<file path="src/sv/scfp_pkg.sv">
// Shared definitions for the serial command frame parser.
// Holds the frame geometry, character codes, command kinds and the hex digit decoder.
// No dependencies.
`default_nettype none

package scfp_pkg;

  localparam int unsigned FRAME_LEN = 12;
  localparam int unsigned IDX_W     = $clog2(FRAME_LEN);

  localparam logic [7:0] CH_END   = 8'h23;  // '#'
  localparam logic [7:0] CH_START = 8'h2A;  // '*'
  localparam logic [7:0] CH_S     = 8'h53;
  localparam logic [7:0] CH_P     = 8'h50;
  localparam logic [7:0] CH_T     = 8'h54;
  localparam logic [7:0] CH_L     = 8'h4C;
  localparam logic [7:0] CH_ZERO  = 8'h30;
  localparam logic [7:0] CH_THREE = 8'h33;

  // Positions within the frame store.
  localparam logic [IDX_W-1:0] POS_FIRST_DIGIT = IDX_W'(3);
  localparam logic [IDX_W-1:0] POS_SP_LAST     = IDX_W'(10);
  localparam logic [IDX_W-1:0] POS_TL_LAST     = IDX_W'(4);
  localparam logic [IDX_W-1:0] POS_LAST        = IDX_W'(FRAME_LEN - 1);

  typedef enum logic [1:0] {
    KIND_SP = 2'd0,
    KIND_TL = 2'd1,
    KIND_TT = 2'd2
  } cmd_kind_e;

  typedef enum logic [3:0] {
    ST_IDLE  = 4'b0001,
    ST_CHECK = 4'b0010,
    ST_HEX   = 4'b0100,
    ST_EMIT  = 4'b1000
  } state_e;

  // Bit 4 flags a valid digit, bits 3:0 carry its value.
  function automatic logic [4:0] hex_digit(logic [7:0] c);
    logic [4:0] r;
    r = 5'd0;
    case (c) inside
      [8'h30:8'h39]: r = {1'b1, c[3:0]};
      [8'h41:8'h46],
      [8'h61:8'h66]: r = {1'b1, c[3:0] + 4'd9};
      default:       r = 5'd0;
    endcase
    return r;
  endfunction

endpackage

`default_nettype wire

</file>
<file path="src/sv/serial_command_frame_parser.sv">
// Serial command frame parser: top level.
// Depends on scfp_pkg for character codes, states and the hex digit decoder.
// Contains the frame store, the frame checker and the serial hex accumulator.
`default_nettype none

// Each character transfer is stored in a 12-byte frame store; a '#' or a full
// store closes the frame. A closing character is followed by a frame check,
// then the hex digits are shifted one by one, four bits each, into a 32-bit
// accumulator (eight digits for a sample period, two for a trigger level, none
// for a trigger type), then the output register is loaded, waiting while a
// result is still held at the output. The store is never cleared between
// frames, so bytes left by earlier frames take part in the check. Results
// appear with the command kind on tuser and the value on tdata.
module serial_command_frame_parser (
  input  wire logic        clk_i,
  input  wire logic        rst_ni,
  input  wire logic        s_axis_tvalid_i,
  output logic             s_axis_tready_o,
  input  wire logic [7:0]  s_axis_tdata_i,   // [7:0] rx_char
  output logic             m_axis_tvalid_o,
  input  wire logic        m_axis_tready_i,
  output logic [31:0]      m_axis_tdata_o,   // [31:0] cmd_value
  output logic [1:0]       m_axis_tuser_o    // [1:0] cmd_kind
);
  import scfp_pkg::*;

  state_e           state_q, state_d;
  logic [7:0]       store_q [FRAME_LEN];
  logic [IDX_W-1:0] wr_idx_q, wr_idx_d;
  logic [IDX_W-1:0] dig_idx_q, dig_idx_d;
  logic [IDX_W-1:0] last_idx_q, last_idx_d;
  logic [31:0]      acc_q, acc_d;
  cmd_kind_e        kind_q, kind_d;
  logic [1:0]       cur_type_q, cur_type_d;
  logic             out_valid_q, out_valid_d;
  logic [31:0]      out_value_q;
  logic [1:0]       out_kind_q;

  logic             in_xfer;
  logic             frame_end;
  logic [4:0]       dig;
  logic [1:0]       tt_type;
  logic             load_out;

  assign s_axis_tready_o = (state_q == ST_IDLE);
  assign in_xfer         = s_axis_tvalid_i && s_axis_tready_o;
  assign frame_end       = (s_axis_tdata_i == CH_END) || (wr_idx_q == POS_LAST);
  assign dig             = hex_digit(store_q[dig_idx_q]);
  assign tt_type         = store_q[4][1:0];
  assign load_out        = (state_q == ST_EMIT) && (!out_valid_q || m_axis_tready_i);

  always_comb begin
    state_d    = state_q;
    wr_idx_d   = wr_idx_q;
    dig_idx_d  = dig_idx_q;
    last_idx_d = last_idx_q;
    acc_d      = acc_q;
    kind_d     = kind_q;
    cur_type_d = cur_type_q;
    case (state_q)
      ST_IDLE: begin
        if (in_xfer) begin
          if (frame_end) begin
            wr_idx_d = '0;
            state_d  = ST_CHECK;
          end else begin
            wr_idx_d = wr_idx_q + IDX_W'(1);
          end
        end
      end
      ST_CHECK: begin
        state_d   = ST_IDLE;
        acc_d     = '0;
        dig_idx_d = POS_FIRST_DIGIT;
        if (store_q[0] == CH_START) begin
          if (store_q[1] == CH_S && store_q[2] == CH_P) begin
            if (store_q[11] == CH_END) begin
              kind_d     = KIND_SP;
              last_idx_d = POS_SP_LAST;
              state_d    = ST_HEX;
            end
          end else if (store_q[1] == CH_T && store_q[2] == CH_L) begin
            if (store_q[5] == CH_END) begin
              kind_d     = KIND_TL;
              last_idx_d = POS_TL_LAST;
              state_d    = ST_HEX;
            end
          end else if (store_q[1] == CH_T && store_q[2] == CH_T) begin
            // A trigger type equal to the one in force gives no result.
            if (store_q[5] == CH_END && store_q[3] == CH_ZERO &&
                store_q[4] >= CH_ZERO && store_q[4] <= CH_THREE &&
                tt_type != cur_type_q) begin
              kind_d     = KIND_TT;
              acc_d      = {30'd0, tt_type};
              cur_type_d = tt_type;
              state_d    = ST_EMIT;
            end
          end
        end
      end
      ST_HEX: begin
        if (!dig[4]) begin
          state_d = ST_IDLE;
        end else begin
          acc_d = {acc_q[27:0], dig[3:0]};
          if (dig_idx_q == last_idx_q) begin
            state_d = ST_EMIT;
          end else begin
            dig_idx_d = dig_idx_q + IDX_W'(1);
          end
        end
      end
      ST_EMIT: begin
        if (load_out) begin
          state_d = ST_IDLE;
        end
      end
      default: state_d = ST_IDLE;
    endcase
  end

  always_comb begin
    out_valid_d = out_valid_q;
    if (out_valid_q && m_axis_tready_i) begin
      out_valid_d = 1'b0;
    end
    if (load_out) begin
      out_valid_d = 1'b1;
    end
  end

  always_ff @(posedge clk_i or negedge rst_ni) begin
    if (!rst_ni) begin
      state_q     <= ST_IDLE;
      wr_idx_q    <= '0;
      cur_type_q  <= 2'd0;
      out_valid_q <= 1'b0;
    end else begin
      state_q     <= state_d;
      wr_idx_q    <= wr_idx_d;
      cur_type_q  <= cur_type_d;
      out_valid_q <= out_valid_d;
    end
  end

  // The store keeps its contents across frames, so it is cleared by reset only.
  always_ff @(posedge clk_i or negedge rst_ni) begin
    if (!rst_ni) begin
      for (int i = 0; i < FRAME_LEN; i++) begin
        store_q[i] <= 8'd0;
      end
    end else if (in_xfer) begin
      store_q[wr_idx_q] <= s_axis_tdata_i;
    end
  end

  always_ff @(posedge clk_i) begin
    dig_idx_q  <= dig_idx_d;
    last_idx_q <= last_idx_d;
    acc_q      <= acc_d;
    kind_q     <= kind_d;
    if (load_out) begin
      out_value_q <= acc_q;
      out_kind_q  <= kind_q;
    end
  end

  assign m_axis_tvalid_o = out_valid_q;
  assign m_axis_tdata_o  = out_value_q;
  assign m_axis_tuser_o  = out_kind_q;

  a_wr_idx_range: assert property (@(posedge clk_i) disable iff (!rst_ni)
    wr_idx_q <= POS_LAST)
    else $error("write index beyond the frame store");

  a_end_goes_check: assert property (@(posedge clk_i) disable iff (!rst_ni)
    (in_xfer && s_axis_tdata_i == CH_END) |=> (state_q == ST_CHECK && wr_idx_q == '0))
    else $error("closing character did not start a frame check");

  a_hex_pos: assert property (@(posedge clk_i) disable iff (!rst_ni)
    (state_q == ST_HEX) |-> (dig_idx_q >= POS_FIRST_DIGIT && dig_idx_q <= last_idx_q))
    else $error("hex digit position outside the digit field");

  a_tt_value: assert property (@(posedge clk_i) disable iff (!rst_ni)
    (out_valid_q && out_kind_q == KIND_TT) |-> (out_value_q[31:2] == 30'd0))
    else $error("trigger type result outside the type range");

  a_tl_value: assert property (@(posedge clk_i) disable iff (!rst_ni)
    (out_valid_q && out_kind_q == KIND_TL) |-> (out_value_q[31:8] == 24'd0))
    else $error("trigger level result wider than one byte");

endmodule

`default_nettype wire
</file>
<file path="config.mk">
export PLATFORM = sky130hd
export DESIGN_NAME = serial_command_frame_parser
export DESIGN_NICKNAME = d
export VERILOG_FILES = /design/src/sv/scfp_pkg.sv /design/src/sv/serial_command_frame_parser.sv
export SDC_FILE = /design/constraint.sdc
export NUM_CORES = 1
export LEC_CHECK = 0
export BUFFER_PORTS_ARGS = -buffer_cell sky130_fd_sc_hd__buf_2
export CAP_MARGIN = 20
export CORE_ASPECT_RATIO = 1.1
export CORE_MARGIN = 2
export CORE_UTILIZATION = 35
export DETAILED_ROUTE_END_ITERATION = 16
export REMOVE_ABC_BUFFERS = 1
export SYNTH_ARGS = -nofsm -noshare
export SYNTH_HDL_FRONTEND = slang
export SYNTH_SLANG_ARGS = --single-unit
</file>
<file path="constraint.sdc">
create_clock -name clk_i -period 6.07 [get_ports clk_i]
set_input_delay 0.9105 -clock clk_i [delete_from_list [all_inputs] [get_ports clk_i]]
set_output_delay 0.9105 -clock clk_i [all_outputs]
set_load 0.05 [all_outputs]
</file>
==> flow_summary.ini <==
[clocking]
cts-root-buf = clkbuf_16
clock_path_buffers = 2
cts_resized = 0
holdBufCountCts = 0
post-cts-setup-buffers = 0
path_clk_slew_ns = 0.07
clock_latency_ns = 0.43
cts_tree = done
htree_levels = 4
clock_sinks = 181
cts_buffers = 17

[yosys]
synth-edff-count = 74
async_flop_share_pct = 59.1
synth_ff_type = dfrtp_1
yosysSeqAreaShare_pct = 60.7
yosys_warnings = 0
ys_types = 60
syn_inst = 529
ys_seq_elements = 181
syn_area_sq_mm = 0.00808
postSynthAreaPerCell_sq_um = 15.3

[sta]
worstMarginPinSlew_ns = 0.924
period_share_pct = 67.1
clock.fmax_mhz = 246
skew_ns = 0.0114
slew_violations = 0
tns_ns = 0
finalSetupViolations = 0
hold_viol = 0
period_needed_ns = 4.07
grt_setup_unrepaired = false
max_slew_margin_pct = 38.4

[die]
core-area_sq_mm = 0.0228
die_w_um = 149
io_pins = 48
die_y_um = 163
rows = 58
start_util_pct = 35.4
die_area_sq_mm = 0.0243

[place]
postPlaceCellArea_sq_mm = 0.00858
hpwl_um = 11800
port_buffers = 47
post-place-cells = 860
place_congestion = 0.934

[cells_and_area]
final_cell_count_no_fill = 892
antenna_cells = 0
layout.nets = 599
multi_input_area_sq_mm = 0.00300
drive_gt1_share_pct = 36.8
finish.instance_area_sq_mm = 0.00921
fill_cells = 2142
area_growth_pct = 14.0
regArea_sq_mm = 0.00490
post-route-util_pct = 40.4

[power_and_ir_drop]
worst_ir_drop_vdd_mv = 0.180
p_leak_nw = 3.47
total_power_w = 0.00380
power_density_mw_per_mm2 = 413

[drt]
wl_um = 17300
wl_per_cell_um = 19.4
vias_per_cell = 5.22
dr_total_vias = 4657
ant_nets = 0
firstDrtPassIters = 4
drtIter0Drc = 339
drc = 0

[min_path]
hold_class = reg -> reg

[critical_path]
start_kind = flop
crit_chain = buf_4 -> mux4_2 -> nand2_1 -> nand2_1 -> inv_1 -> ha_1 -> o211ai_4 -> a2111oi_4 -> a41oi_2 -> o21ai_2 -> buf_4
end_kind = flop
crit_path_max_incr_delay_ns = 0.96
cp_top_family = flip-flops
critPathKind = reg -> reg
crit_path_max_fanout = 32
cp.required_ns = 6.15
arrival_ns = 4.15
worst-path-buf-inv = 3
crit_slowest_cell = edfxtp_1

[grt]
met3_usage_pct = 3.30
grt_overflow_total = 0
grt_pass1_wl_um = 27800
top_usage_layer = met2
met1_usage_pct = 20.0
antenna_found_initial = 0
grt_pass1_vias = 4834
met2_usage_pct = 24.7
grt.total_usage_pct = 15.1
grt_max_degree = 70

[outcome]
status = complete, no violations

[run]
max-cap-violations = 0
==> flip-flops by register name (all words and copies together), names as in the netlist <==
| signal | cells |
|---|---|
| cur_type_q | 2 |
| wr_idx_q | 4 |
| m_axis_tdata_o | 32 |
| m_axis_tuser_o | 2 |
| store_q | 96 |
| state_q | 4 |
| kind_q | 2 |
| m_axis_tvalid_o | 1 |
| last_idx_q | 2 |
| dig_idx_q | 4 |
| acc_q | 32 |
==> layout make-up <==
type | count | share of cell area, %
inverters | 6 | 0.245
well taps | 300 | 4.08
clock inverters | 15 | 2.17
flip-flops and latches | 181 | 53.2
repair buffers | 53 | 3.07
multi-input cells | 320 | 32.6
clock buffers | 17 | 4.62
==> per-stage QoR <==
step,worst slack [ns],hold slack (ns)
floorplan,0.454,0.400
global route,1.68,0.431
detailed placement,1.99,0.406
finish,2.00,0.420
global placement,2.14,0.401
CTS,1.96,0.421
==> path summary, 6_finish.rpt <==
| check | start | endpoint | slack (ns) | cells past startpoint |
|---|---|---|---|---|
| worst max-delay path | dig_idx_q[0] | acc_q[7] | 2.00 | 11 |
| worst min-delay path | acc_q[30] | m_axis_tdata_o[30] | 0.42 | 0 |
| worst max register to register | dig_idx_q[0] | acc_q[7] | 2.00 | 11 |
| worst min register to register | acc_q[30] | m_axis_tdata_o[30] | 0.42 | 0 |
| max in group asynchronous | rst_ni | store_q[68] | 4.41 | 2 |
| min in group asynchronous | rst_ni | store_q[54] | 0.59 | 1 |
==> layout by cell type, fill, tap and decap left out, types with 4 or more instances in the layout <==
cell / synthesis / final
mux2_1: 4 / 4
edfxtp_1: 74 / 74
buf_4: 2 / 7
mux2i_1: 7 / 7
nor3b_1: 5 / 5
nand2_1: 33 / 33
nor2b_1: 5 / 4
nor2_1: 15 / 15
nand3_1: 8 / 8
buf_2: 0 / 46
nand3b_1: 4 / 4
clkbuf_16: 0 / 17
a21oi_1: 7 / 7
nor4bb_1: 5 / 5
dfrtp_1: 106 / 106
o21ai_0: 14 / 13
nor3_1: 4 / 4
inv_1: 6 / 6
mux4_2: 20 / 20
nor4b_1: 5 / 4
bufinv_16: 0 / 4
mux2_2: 95 / 95
and2_1: 28 / 28
ha_1: 8 / 8
==> where the power goes <==
part	total (W)	leakage [nW]	internal, W	switching, W
clock	0.00117	0.297	0.000692	0.000476
combinational	0.000773	1.29	0.000460	0.000314
sequential	0.00186	1.89	0.00160	0.000262
==> metal layers <==
layer / wire length [um] / vias up
met2: 8470 / 108
met5: 0 / -
li1: - / 2099
met3: 768 / 21
met1: 7780 / 2429
met4: 317 / 0
==> Yosys cell counts, types with 3 or more instances <==
master    count  area, sq um
inv_1         6         22.5
nor4_1        3         18.8
mux2i_1       7         70.1
nand3_1       8         40.0
and2_1       28          175
o41ai_1       3         26.3
nand2_1      33          124
clkbuf_1     11         41.3
nor2_1       15         56.3
xnor2_1       3         26.3
mux4_1        3         78.8
dfrtp_1     106         2650
nand3b_1      4         30.0
clkbuf_8      3         41.3
nand2b_1      3         18.8
nor4b_1       5         43.8
mux2_2       95         1070
nor3_1        4         20.0
nand4_1       3         18.8
nor2b_1       5         31.3
mux4_2       20          450
ha_1          8          100
o21ai_0      14         70.1
nor4bb_1      5         50.1
buf_6         4         45.0
edfxtp_1     74         2220
nor3b_1       5         37.5
a21oi_1       7         35.0
mux2_1        4         45.0
a22oi_1       3         22.5
==> logic make-up after synthesis <==
group / Yosys count / synth area share, %
fa+ha+maj: 8 / 1.24
simple gates: 136 / 9.88
buf+inv: 28 / 2.34
mux: 129 / 21.2
flops: 181 / 60.7
compound gates: 42 / 4.09
xor+xnor: 5 / 0.542
No activity file was read; power rests on OpenSTA's default activity.
